## src/rtl/core/shs_pkg.sv

```systemverilog
// shs_pkg: shared types, constants and the half-step coil table
// for the stepper half-step controller; no dependencies
package shs_pkg;

  localparam int unsigned KeyW    = 5;
  localparam int unsigned PeriodW = 8;
  localparam int unsigned PhaseW  = 3;
  localparam int unsigned CoilW   = 4;
  localparam int unsigned CfgIdxW = 1;

  localparam int unsigned KeyFwd    = 0;
  localparam int unsigned KeyRev    = 1;
  localparam int unsigned KeyFaster = 2;
  localparam int unsigned KeySlower = 3;
  localparam int unsigned KeyRun    = 4;

  localparam logic [PeriodW-1:0] FastestReset = PeriodW'(1);
  localparam logic [PeriodW-1:0] SlowestReset = PeriodW'(5);
  localparam logic [PeriodW-1:0] PeriodReset  = PeriodW'(1);
  localparam logic [PhaseW-1:0]  LastPhase    = PhaseW'(7);

  typedef enum logic [CfgIdxW-1:0] {
    REG_FASTEST = 1'b0,
    REG_SLOWEST = 1'b1
  } shs_reg_e;

  typedef struct packed {
    logic               dir;
    logic               run;
    logic [PeriodW-1:0] period;
  } shs_ctrl_t;

  function automatic logic [CoilW-1:0] half_step_coils(input logic [PhaseW-1:0] idx);
    logic [CoilW-1:0] c;
    unique case (idx)
      3'd0:    c = 4'b0001;
      3'd1:    c = 4'b0011;
      3'd2:    c = 4'b0010;
      3'd3:    c = 4'b0110;
      3'd4:    c = 4'b0100;
      3'd5:    c = 4'b1100;
      3'd6:    c = 4'b1000;
      default: c = 4'b1001;
    endcase
    return c;
  endfunction

endpackage

```

## src/rtl/core/shs_ifs.sv

```systemverilog
// shs_ifs: valid/ready channel interfaces for tick items, result items
// and register writes; depends on shs_pkg
interface shs_tick_if;
  logic                             valid;
  logic                             ready;
  logic [shs_pkg::KeyW-1:0]         key_levels;
  modport source (output valid, output key_levels, input ready);
  modport sink   (input valid, input key_levels, output ready);
endinterface

interface shs_result_if;
  logic                             valid;
  logic                             ready;
  logic [shs_pkg::CoilW-1:0]        coils;
  logic                             forward_led_level;
  logic                             reverse_led_level;
  logic                             running_now;
  modport source (output valid, output coils, output forward_led_level,
                  output reverse_led_level, output running_now, input ready);
  modport sink   (input valid, input coils, input forward_led_level,
                  input reverse_led_level, input running_now, output ready);
endinterface

interface shs_cfg_if;
  logic                             valid;
  logic                             ready;
  logic [shs_pkg::CfgIdxW-1:0]      index;
  logic [shs_pkg::PeriodW-1:0]      data;
  modport source (output valid, output index, output data, input ready);
  modport sink   (input valid, input index, input data, output ready);
endinterface

```

## src/rtl/core/shs_in_reg.sv

```systemverilog
// shs_in_reg: input register holding one tick item
// depends on shs_pkg and shs_tick_if
module shs_in_reg (
  input  logic                     clk_i,
  input  logic                     rst_ni,
  shs_tick_if.sink                 tick_i,
  input  logic                     adv_i,
  output logic                     valid_o,
  output logic [shs_pkg::KeyW-1:0] levels_o
);
  import shs_pkg::*;

  logic            valid_q, valid_d;
  logic [KeyW-1:0] levels_q;
  logic            fire;

  assign tick_i.ready = !valid_q || adv_i;
  assign fire         = tick_i.valid && tick_i.ready;

  always_comb begin
    valid_d = valid_q;
    if (fire) begin
      valid_d = 1'b1;
    end else if (adv_i) begin
      valid_d = 1'b0;
    end
  end

  always_ff @(posedge clk_i or negedge rst_ni) begin
    if (!rst_ni) begin
      valid_q <= 1'b0;
    end else begin
      valid_q <= valid_d;
    end
  end

  always_ff @(posedge clk_i) begin
    if (fire) begin
      levels_q <= tick_i.key_levels;
    end
  end

  assign valid_o  = valid_q;
  assign levels_o = levels_q;

endmodule

```

## src/rtl/core/shs_key_ctrl.sv

```systemverilog
// shs_key_ctrl: key arming, key actions and period limit registers
// depends on shs_pkg and shs_cfg_if
module shs_key_ctrl (
  input  logic                     clk_i,
  input  logic                     rst_ni,
  shs_cfg_if.sink                  cfg_i,
  input  logic                     step_i,
  input  logic [shs_pkg::KeyW-1:0] levels_i,
  output shs_pkg::shs_ctrl_t       ctrl_o
);
  import shs_pkg::*;

  logic [PeriodW-1:0] fastest_q, slowest_q;
  logic               armed_q, armed_d;
  logic               dir_q, dir_d;
  logic               run_q, run_d;
  logic [PeriodW-1:0] period_q, period_d;
  logic [KeyW-1:0]    pressed;
  logic               cfg_fire;

  assign cfg_i.ready = 1'b1;
  assign cfg_fire    = cfg_i.valid && cfg_i.ready;

  always_ff @(posedge clk_i or negedge rst_ni) begin
    if (!rst_ni) begin
      fastest_q <= FastestReset;
      slowest_q <= SlowestReset;
    end else if (cfg_fire) begin
      unique case (shs_reg_e'(cfg_i.index))
        REG_FASTEST: fastest_q <= cfg_i.data;
        REG_SLOWEST: slowest_q <= cfg_i.data;
        default:     fastest_q <= fastest_q;
      endcase
    end
  end

  assign pressed = ~levels_i;

  always_comb begin
    armed_d  = armed_q;
    dir_d    = dir_q;
    run_d    = run_q;
    period_d = period_q;
    if (armed_q && (pressed != '0)) begin
      armed_d = 1'b0;
      priority if (pressed[KeyFwd]) begin
        dir_d = 1'b0;
      end else if (pressed[KeyRev]) begin
        dir_d = 1'b1;
      end else if (pressed[KeyFaster]) begin
        if (period_q > fastest_q) begin
          period_d = period_q - PeriodW'(1);
        end
      end else if (pressed[KeySlower]) begin
        if (period_q < slowest_q) begin
          period_d = period_q + PeriodW'(1);
        end
      end else begin
        run_d = ~run_q;
      end
    end else if (pressed == '0) begin
      armed_d = 1'b1;
    end
  end

  always_ff @(posedge clk_i or negedge rst_ni) begin
    if (!rst_ni) begin
      armed_q  <= 1'b1;
      dir_q    <= 1'b0;
      run_q    <= 1'b1;
      period_q <= PeriodReset;
    end else if (step_i) begin
      armed_q  <= armed_d;
      dir_q    <= dir_d;
      run_q    <= run_d;
      period_q <= period_d;
    end
  end

  assign ctrl_o = '{dir: dir_d, run: run_d, period: period_d};

`ifndef ASSERT_OFF
  a_period_one_step: assert property (@(posedge clk_i) disable iff (!rst_ni)
    step_i |=> (period_q == $past(period_q)) || (period_q == $past(period_q) + PeriodW'(1))
               || (period_q == $past(period_q) - PeriodW'(1)))
    else $error("period moved by more than one");
  a_disarm_on_press: assert property (@(posedge clk_i) disable iff (!rst_ni)
    (step_i && armed_q && (pressed != '0)) |=> !armed_q)
    else $error("key press did not disarm");
  a_rearm_on_release: assert property (@(posedge clk_i) disable iff (!rst_ni)
    (step_i && (pressed == '0)) |=> armed_q)
    else $error("release did not rearm");
`endif

endmodule

```

## src/rtl/core/shs_phase_seq.sv

```systemverilog
// shs_phase_seq: phase index and dwell counter, coil lookup and result register
// depends on shs_pkg and shs_result_if
module shs_phase_seq (
  input  logic               clk_i,
  input  logic               rst_ni,
  input  logic               step_i,
  input  shs_pkg::shs_ctrl_t ctrl_i,
  shs_result_if.source       result_o
);
  import shs_pkg::*;

  logic [PhaseW-1:0]  idx_q, idx_d;
  logic [PeriodW-1:0] wait_q, wait_d, wait_inc;
  logic [PhaseW-1:0]  tbl_idx;
  logic [CoilW-1:0]   coils_d, coils_q;
  logic               valid_q, valid_d;
  logic               fwd_q, rev_q, run_q;

  assign tbl_idx  = ctrl_i.dir ? idx_q : (LastPhase - idx_q);
  assign coils_d  = ctrl_i.run ? half_step_coils(tbl_idx) : '0;
  assign wait_inc = wait_q + PeriodW'(1);

  always_comb begin
    idx_d  = idx_q;
    wait_d = '0;
    if (ctrl_i.run) begin
      if (wait_inc >= ctrl_i.period) begin
        idx_d = idx_q + PhaseW'(1);
      end else begin
        wait_d = wait_inc;
      end
    end
  end

  always_comb begin
    valid_d = valid_q;
    if (step_i) begin
      valid_d = 1'b1;
    end else if (result_o.ready) begin
      valid_d = 1'b0;
    end
  end

  always_ff @(posedge clk_i or negedge rst_ni) begin
    if (!rst_ni) begin
      idx_q   <= '0;
      wait_q  <= '0;
      valid_q <= 1'b0;
    end else begin
      valid_q <= valid_d;
      if (step_i) begin
        idx_q  <= idx_d;
        wait_q <= wait_d;
      end
    end
  end

  always_ff @(posedge clk_i) begin
    if (step_i) begin
      coils_q <= coils_d;
      fwd_q   <= ctrl_i.dir;
      rev_q   <= ~ctrl_i.dir;
      run_q   <= ctrl_i.run;
    end
  end

  assign result_o.valid             = valid_q;
  assign result_o.coils             = coils_q;
  assign result_o.forward_led_level = fwd_q;
  assign result_o.reverse_led_level = rev_q;
  assign result_o.running_now       = run_q;

`ifndef ASSERT_OFF
  a_stopped_coils_off: assert property (@(posedge clk_i) disable iff (!rst_ni)
    (valid_q && !run_q) |-> (coils_q == '0))
    else $error("coils driven while stopped");
  a_running_coils: assert property (@(posedge clk_i) disable iff (!rst_ni)
    (valid_q && run_q) |-> (($countones(coils_q) == 1) || ($countones(coils_q) == 2)))
    else $error("bad coil pattern while running");
  a_stop_clears_wait: assert property (@(posedge clk_i) disable iff (!rst_ni)
    (step_i && !ctrl_i.run) |=> (wait_q == '0) && (idx_q == $past(idx_q)))
    else $error("dwell counter not cleared while stopped");
`endif

endmodule

```

## src/rtl/core/stepper_half_step_controller_unit.sv

```systemverilog
// stepper_half_step_controller_unit: top level of the stepper half-step controller
// depends on shs_pkg, shs_ifs, shs_in_reg, shs_key_ctrl, shs_phase_seq
//
// channel   dir  payload                                        handshake
// tick_i    in   key_levels[4:0]                                valid/ready
// cfg_i     in   index[0], data[7:0]                            valid/ready
// result_o  out  coils[3:0], forward/reverse led, running_now   valid/ready
//
// one item per cycle sustained while the result is not stalled
// the item passes an input register, then key/phase logic into the result register
// reset sets all control state to its reset values; register writes are always taken
// a stalled result holds; one more item waits in the input register
module stepper_half_step_controller_unit (
  input  logic         clk_i,
  input  logic         rst_ni,
  shs_tick_if.sink     tick_i,
  shs_cfg_if.sink      cfg_i,
  shs_result_if.source result_o
);
  import shs_pkg::*;

  logic            in_valid;
  logic [KeyW-1:0] levels;
  logic            step;
  shs_ctrl_t       ctrl;

  assign step = in_valid && (!result_o.valid || result_o.ready);

  shs_in_reg u_in_reg (
    .clk_i    (clk_i),
    .rst_ni   (rst_ni),
    .tick_i   (tick_i),
    .adv_i    (step),
    .valid_o  (in_valid),
    .levels_o (levels)
  );

  shs_key_ctrl u_key_ctrl (
    .clk_i    (clk_i),
    .rst_ni   (rst_ni),
    .cfg_i    (cfg_i),
    .step_i   (step),
    .levels_i (levels),
    .ctrl_o   (ctrl)
  );

  shs_phase_seq u_phase_seq (
    .clk_i    (clk_i),
    .rst_ni   (rst_ni),
    .step_i   (step),
    .ctrl_i   (ctrl),
    .result_o (result_o)
  );

endmodule

```

## src/flat_wrapper.sv

```systemverilog
// flat-port wrapper written by rule: the top's interface ports become plain ports
module stepper_half_step_controller_unit_flat import shs_pkg::*;
  (clk_i, rst_ni, tick_i_valid, tick_i_key_levels, tick_i_ready, cfg_i_valid, cfg_i_index, cfg_i_data, cfg_i_ready, result_o_valid, result_o_coils, result_o_forward_led_level, result_o_reverse_led_level, result_o_running_now, result_o_ready);
  shs_tick_if tick_i_i ();
  shs_cfg_if cfg_i_i ();
  shs_result_if result_o_i ();
  input  logic clk_i;
  input  logic rst_ni;
  input wire logic [$bits(tick_i_i.valid)-1:0] tick_i_valid;
  input wire logic [$bits(tick_i_i.key_levels)-1:0] tick_i_key_levels;
  output wire logic [$bits(tick_i_i.ready)-1:0] tick_i_ready;
  input wire logic [$bits(cfg_i_i.valid)-1:0] cfg_i_valid;
  input wire logic [$bits(cfg_i_i.index)-1:0] cfg_i_index;
  input wire logic [$bits(cfg_i_i.data)-1:0] cfg_i_data;
  output wire logic [$bits(cfg_i_i.ready)-1:0] cfg_i_ready;
  output wire logic [$bits(result_o_i.valid)-1:0] result_o_valid;
  output wire logic [$bits(result_o_i.coils)-1:0] result_o_coils;
  output wire logic [$bits(result_o_i.forward_led_level)-1:0] result_o_forward_led_level;
  output wire logic [$bits(result_o_i.reverse_led_level)-1:0] result_o_reverse_led_level;
  output wire logic [$bits(result_o_i.running_now)-1:0] result_o_running_now;
  input wire logic [$bits(result_o_i.ready)-1:0] result_o_ready;
  assign tick_i_i.valid = tick_i_valid;
  assign tick_i_i.key_levels = tick_i_key_levels;
  assign tick_i_ready = tick_i_i.ready;
  assign cfg_i_i.valid = cfg_i_valid;
  assign cfg_i_i.index = cfg_i_index;
  assign cfg_i_i.data = cfg_i_data;
  assign cfg_i_ready = cfg_i_i.ready;
  assign result_o_valid = result_o_i.valid;
  assign result_o_coils = result_o_i.coils;
  assign result_o_forward_led_level = result_o_i.forward_led_level;
  assign result_o_reverse_led_level = result_o_i.reverse_led_level;
  assign result_o_running_now = result_o_i.running_now;
  assign result_o_i.ready = result_o_ready;
  stepper_half_step_controller_unit u_core (.clk_i(clk_i), .rst_ni(rst_ni), .tick_i(tick_i_i), .cfg_i(cfg_i_i), .result_o(result_o_i));
endmodule
```

## config.mk

```make
export PLATFORM = sky130hd
export DESIGN_NAME = stepper_half_step_controller_unit_flat
export DESIGN_NICKNAME = d
export VERILOG_FILES = /design/src/rtl/core/shs_pkg.sv /design/src/rtl/core/shs_ifs.sv /design/src/rtl/core/shs_in_reg.sv /design/src/rtl/core/shs_key_ctrl.sv /design/src/rtl/core/shs_phase_seq.sv /design/src/rtl/core/stepper_half_step_controller_unit.sv /design/src/flat_wrapper.sv
export SDC_FILE = /design/constraint.sdc
export NUM_CORES = 1
export LEC_CHECK = 0
export BUFFER_PORTS_ARGS = -buffer_cell sky130_fd_sc_hd__buf_2
export CAP_MARGIN = 20
export CELL_PAD_IN_SITES_DETAIL_PLACEMENT = 1
export CELL_PAD_IN_SITES_GLOBAL_PLACEMENT = 1
export CORE_MARGIN = 2
export CORE_UTILIZATION = 42
export DETAILED_ROUTE_END_ITERATION = 8
export PLACE_DENSITY_LB_ADDON = 0.25
export SYNTH_ARGS = -nofsm -noshare
export SYNTH_HDL_FRONTEND = slang
export SYNTH_SLANG_ARGS = --single-unit
```

## constraint.sdc

```tcl
create_clock -name clk_i -period 3.35 [get_ports clk_i]
set_input_delay 0.5025 -clock clk_i [delete_from_list [all_inputs] [get_ports clk_i]]
set_output_delay 0.5025 -clock clk_i [all_outputs]
set_load 0.005 [all_outputs]
```

* Word-level counts from Yosys, hierarchy flattened *
Index checks and enable logic that the tools add are counted.

word-level totals
  register bits after elaboration = 52
  input bits = 19
  output and inout bits = 10

cells by class
  add/subtract/negate cells = 5
  reductions and logical operators = 17
  equal/unequal tests = 6
  order comparisons = 3
  mux-type cells = 25
  bitwise logic cells = 4

operator list
  operator             number
  $mux 8               9
  $pmux 4 s7           1
  $add 8x1->8 const B  2
  $mux 1               14
  $eq 3x3->1 const B   3
  $ge 8x8->1           1
  $gt 8x8->1           1
  $lt 8x8->1           1
  $sub 8x1->8 const B  1
  $eq 3x2->1 const B   2
  $reduce_and 2->1     3
  $reduce_bool 2->1    3
  $logic_not 5->1      1
  $not 5->5            1
  $reduce_bool 5->1    1
  $add 3x1->3 const B  1
  $eq 3x1->1 const B   1
  $logic_and 1x1->1    3
  $logic_not 3->1      1
  $mux 3               1
  $not 1->1            3
  $reduce_and 3->1     1
  $sub 3x3->3 const A  1
  $logic_not 1->1      2
  $logic_or 1x1->1     2

* Logic depth before layout (Yosys ltp) *
  depth after elaboration = 10
  mapped depth = 16
  mapped depth without buffers = 15

* By module *
A second synthesis with hierarchy kept.

second synthesis, totals
  cells, all modules = 320
  area total of the unflattened synthesis = 3,314.4 um^2

by module, submodules not included
  module                             cells each  area each (um^2)  instances  seq. area each (um^2)
  shs_key_ctrl                       211         1,991.9           1          683.2
  shs_phase_seq                      98          1,107.3           1          510.5
  shs_in_reg                         9           203.9             1          175.2
  stepper_half_step_controller_unit  2           11.3              1          0.0

* Least setup slack after synthesis *
Ideal clock, no wire load.

  path type = register -> register
  start = register u_core.u_key_ctrl.period_q[0]
  end = register u_core.u_phase_seq.wait_q[2]
  arrival time = 3.443 ns
  setup slack = -0.157 ns
  stages on the path, launching flop included = 17
  data required time = 3.286 ns
  library setup time = 0.064 ns
  clock period less this slack = 3.507 ns
  cell sequence = dfstp_2 > inv_1 > ha_1 > nor2b_1 > o211ai_1 > a211oi_1 > o21a_1 > buf_2 > o21ai_0 > xnor2_1 > ha_1 > nand2b_1 > a2111o_1 > a21oi_2 > nand3_1 > nor3b_1 > a21o_1

RTL lines
  element                 line                 text
  start, declared         shs_key_ctrl.sv:17   logic [PeriodW-1:0] period_q, period_d;
  start signal, assigned  shs_key_ctrl.sv:71   period_q <= PeriodReset;
  start signal, assigned  shs_key_ctrl.sv:76   period_q <= period_d;
  end signal, assigned    shs_phase_seq.sv:53  wait_q <= wait_d;
  end, declared           shs_phase_seq.sv:13  logic [PeriodW-1:0] wait_q, wait_d, wait_inc;

* Worst setup path after layout *
  start = register u_core.u_key_ctrl.period_q[1]
  end = register u_core.u_phase_seq.idx_q[1]

between the ends
  longest elaborated chain between the ends = 9
  elaborated cells on any way between the ends = 13
  classes of those cells = add/sub: 2; order compare: 3; mux: 7; reduce/logical: 1

RTL lines
  element                                           line                                    text
  $add 8x1->8 / $lt 8x8->1 (equally long branches)  shs_key_ctrl.sv:56, shs_key_ctrl.sv:55
  $mux 8                                            shs_key_ctrl.sv:55                      if (period_q < slowest_q) begin
  $mux 8                                            shs_key_ctrl.sv:54                      end else if (pressed[KeySlower]) begin
  $mux 8                                            shs_key_ctrl.sv:50                      end else if (pressed[KeyFaster]) begin
  $mux 8                                            shs_key_ctrl.sv:48                      end else if (pressed[KeyRev]) begin
  $mux 8                                            shs_key_ctrl.sv:46                      priority if (pressed[KeyFwd]) begin
  $mux 8 *                                          shs_key_ctrl.sv:44                      if (armed_q && (pressed != '0)) begin
  $ge 8x8->1 *                                      shs_phase_seq.sv:27                     if (wait_inc >= ctrl_i.period) begin
  $reduce_and 3->1 (no line) *                      --
  end signal, assigned                              shs_phase_seq.sv:52                     idx_q <= idx_d;
  end, declared                                     shs_phase_seq.sv:12                     logic [PhaseW-1:0] idx_q, idx_d;

Every way passes the cells marked *; elsewhere a longest branch is shown, timed or not.
A chain may end at the register's enable or synchronous reset.

==> flow_summary.yaml <==
power:
  internal-power_uw: 970
  ir_drop_v: 0.000210
  pwr-share-clk: 0.267
  p_total_mw: 1.37
  p_sw_uw: 404
  p_sw_frac: 0.294
  p_per_area_mw_per_mm2: 361
  p_leak_nw: 1.73
  p_seq_frac: 0.540
  combPwrFrac: 0.193
sta:
  fin_crit_ns: 3.39
  slew_headroom: 0.342
  fin_crit_sh: 1.01
  fin_setup_tns_ns: -0.0882
  holdWs_ns: 0.323
  hold_violations: 0
  clock_skew_ns: 0.00554
  clock.fmax_mhz: 295
  finalSetupViolations: 3
  finalMaxSlewViolations: 0
  rsz0062_at_grt: "true"
  tightest_slew_ns: 0.985
  worst_slack_ns: -0.0446
cts:
  cts_buffers: 5
  cts_root_buf: "clkbuf_8"
  clk_latency_ns: 0.31
  cts_tree: "yes"
  holdBufCountCts: 0
  cts_max_path_buffers: 2
  htreeDepth: 2
  clock_sinks: 52
  clk_pin_slew_ns: 0.10
worst_setup_path:
  critPathLaunch: "u_core.u_key_ctrl.period_q[1]$_DFFE_PN0P_"
  r2r_slack_ns: -0.04
  critPathArrivalTime_ns: 3.60
  startpoint_type: "flop"
  end_kind: "flop"
  path_class: "reg2reg"
  cp.required_ns: 3.55
  r2r.worst_path.cells: 13
  reg2reg_from: "u_core.u_key_ctrl.period_q[1]$_DFFE_PN0P_"
  crit_end: "u_core.u_phase_seq.idx_q[1]$_DFFE_PN0P_"
  crit_path_max_fanout: 4
  reg2reg_to: "u_core.u_phase_seq.idx_q[1]$_DFFE_PN0P_"
grt:
  grt_pass1_vias: 2656
  grt_pass1_wl_mm: 12.8
  grt_max_degree: 41
  antenna_found_initial: 0
  overflow: 0
  grt_use_total: 0.194
layout:
  drive_gt1_frac: 0.334
  antennaDiodeCount: 0
  areaGrowthSynthToFinish_pct: 22.7
  instances_no_fill: 452
  fin_nets: 398
floorplan:
  start_util: 0.430
  core_mm2: 0.00721
  rows: 31
  die_x_um: 89.9
  pin_count: 29
  die_y_um: 89.9
  fp.dieArea_mm2: 0.00808
synthesis:
  synthArstFlopShare: 0.769
  synth_area_per_cell_um2: 10.4
  yosysWarnings: 0
  synth-edff-count: 12
  syn-cell-area_mm2: 0.00310
  synth_seq_cells: 52
  yosysUniqueCellTypes: 52
  synthesis.nets: 344
  ys_seq_area_frac: 0.442
  synth_ff_type: "dfrtp_1"
  syn_inst: 298
run:
  drv_cap: 0
detailed_routing:
  avgRoutedWirePerCell_um: 16.5
  drc_errors: 0
  first_iter_violations: 60
  vias_per_cell: 5.32
  vias: 2406
  drtAntennaViolNets: 0
  totalWireLength_mm: 7.46
  first_pass_iters: 4
outcome:
  status: "finished with violations"
  violations: "negative setup slack"
placed_design:
  portBuffers: 27
  gp_congestion: 0.843
  post-dp-hpwl_mm: 5.51
  place_inst: 440
  pre_cts_slack_ns: -0.202
worst_hold_path:
  hold_class: "in2async"
==> kinds of logic (layout without fill, tap and decap cells) <==
kind of cell	count (synthesis)	count (layout)	synth area share
other	1	1	0.00121
flip-flops	52	52	0.442
multiplexers	11	11	0.0400
buffers and inverters	31	86	0.0392
AND/OR/NAND/NOR	85	85	0.140
XOR/XNOR	22	22	0.0622
adder cells (fa/ha/maj)	27	27	0.109
AO/OA/AOI/OAI	69	69	0.166
==> cell usage after synthesis, types with 2 or more instances <==
cell       n  area (um^2)
dfrtp_1   34          851
a211oi_1   2         15.0
nor2b_1    5         31.3
a21o_1     4         30.0
o21ai_2    2         17.5
nand2_1   24         90.1
a31oi_1    3         18.8
and3_1     5         31.3
nand3_1    8         40.0
o211ai_1   9         67.6
nor2_1    17         63.8
a32o_1     6         60.1
nand2b_1   6         37.5
xor2_1    10         87.6
a21oi_1   14         70.1
inv_1     23         86.3
a211oi_2   2         25.0
nor3_1     5         25.0
or2_2      2         12.5
clkbuf_1   6         22.5
o21ai_0   15         75.1
edfxtp_1  12          360
dfstp_2    6          158
xnor2_1   12          105
mux2_2    11          124
nand4_1    3         18.8
ha_1      27          338
==> cell type report <==
type                            instances  area (um^2)
Timing Repair Buffer                   55          345
Fill cell                             818         3410
Sequential cell                        52         1370
Clock inverter                          3         17.5
Clock buffer                            5         68.8
Inverter                               23         86.3
Tap cell                               99          124
Multi-Input combinational cell        215         1790
==> worst min-delay path by stage <==
stage,start,endpoint,slack [ns],cells after the start
after global placement,u_core.u_key_ctrl.dir_q$_DFFE_PN0P_,u_core.u_key_ctrl.dir_q$_DFFE_PN0P_,0.47,2
after CTS,rst_ni,u_core.u_key_ctrl.fastest_q[6]$_DFFE_PN0P_,0.35,1
final,rst_ni,u_core.u_key_ctrl.fastest_q[6]$_DFFE_PN0P_,0.32,1
after global routing,tick_i_key_levels[4],u_core.u_in_reg.levels_o[4]$_DFFE_PP_,0.35,1
after detailed placement,u_core.u_key_ctrl.dir_q$_DFFE_PN0P_,u_core.u_key_ctrl.dir_q$_DFFE_PN0P_,0.48,2
after floorplan,rst_ni,u_core.u_in_reg.valid_o$_DFFE_PN0P_,0.21,0
==> power groups by stage <==
stage               combinational, mW  clock (mW)  sequential (mW)
finish                          0.265       0.367            0.742
detailed placement              0.240           0            0.754
floorplan                       0.150           0            0.749
global placement                0.230           0            0.751
CTS                             0.257       0.383            0.742
global route                    0.299       0.404            0.750
==> worst max-delay path, cell delays in order (launching register included) <==
cell and delay, ns:
dfrtp_2 0.45, ha_1 0.30, nor2b_2 0.16, o211ai_1 0.21
a211oi_2 0.12, buf_4 0.17, o21ai_2 0.15, a2bb2oi_1 0.19
o221ai_1 0.15, ha_1 0.30, a2111o_1 0.45, a21oi_4 0.24
nor3_4 0.07, mux2_4 0.33
==> repair_timing <==
action,CTS,global route
resized for setup,22,16
pin swaps,16,8
setup endpoints to repair,10,10
setup buffers,3,1
==> stage by stage <==
step / area (um^2) / util
final: 3800 / 0.527
after detailed placement: 3540 / 0.490
after CTS: 3730 / 0.517
after global placement: 3540 / 0.490
after floorplan: 3130 / -
after global routing: 3800 / 0.527
==> per-layer routing <==
layer | vias to the layer above | track usage | share of wire
li1 | 1175 | - | -
met1 | 1197 | 0.253 | 0.48
met2 | 28 | 0.342 | 0.49
met3 | 6 | 0.0310 | 0.021
met4 | 0 | 0.0436 | 0.0087
met5 | - | 0 | 0
==> cells in the final DEF, fill, tap and decap left out, drive strengths merged, types with 2 or more instances in the layout <==
master | Yosys | layout
edfxtp | 12 | 12
or2 | 2 | 2
a21o | 4 | 4
nand4 | 4 | 4
a31oi | 3 | 3
ha | 27 | 27
dfstp | 6 | 6
nand2b | 6 | 6
mux2 | 11 | 11
a32o | 6 | 6
o21ai | 17 | 17
nand2 | 24 | 24
nor3b | 2 | 2
and3 | 5 | 5
dfrtp | 34 | 34
a211oi | 5 | 5
clkinv | 0 | 2
clkbuf | 6 | 5
buf | 2 | 55
o211ai | 9 | 9
inv | 23 | 24
nor2 | 17 | 17
a21oi | 15 | 15
xnor2 | 12 | 12
nor3 | 6 | 6
nor2b | 5 | 5
xor2 | 10 | 10
nand3 | 8 | 8
==> flip-flops by register name, indices dropped and copies added, names as in the netlist <==
signal and flops:
u_core.u_phase_seq.result_o.reverse_led_level 1, u_core.u_key_ctrl.slowest_q 8, u_core.u_key_ctrl.fastest_q 8, u_core.u_phase_seq.result_o.coils 4, u_core.u_phase_seq.idx_q 3, u_core.u_in_reg.valid_o 1
u_core.u_phase_seq.result_o.running_now 1, u_core.u_key_ctrl.armed_q 1, u_core.u_phase_seq.wait_q 8, u_core.u_key_ctrl.dir_q 1, u_core.u_phase_seq.result_o.forward_led_level 1, u_core.u_key_ctrl.run_q 1
u_core.u_in_reg.levels_o 5, u_core.u_phase_seq.result_o.valid 1, u_core.u_key_ctrl.period_q 8
No activity file was read; power rests on OpenSTA's default activity.
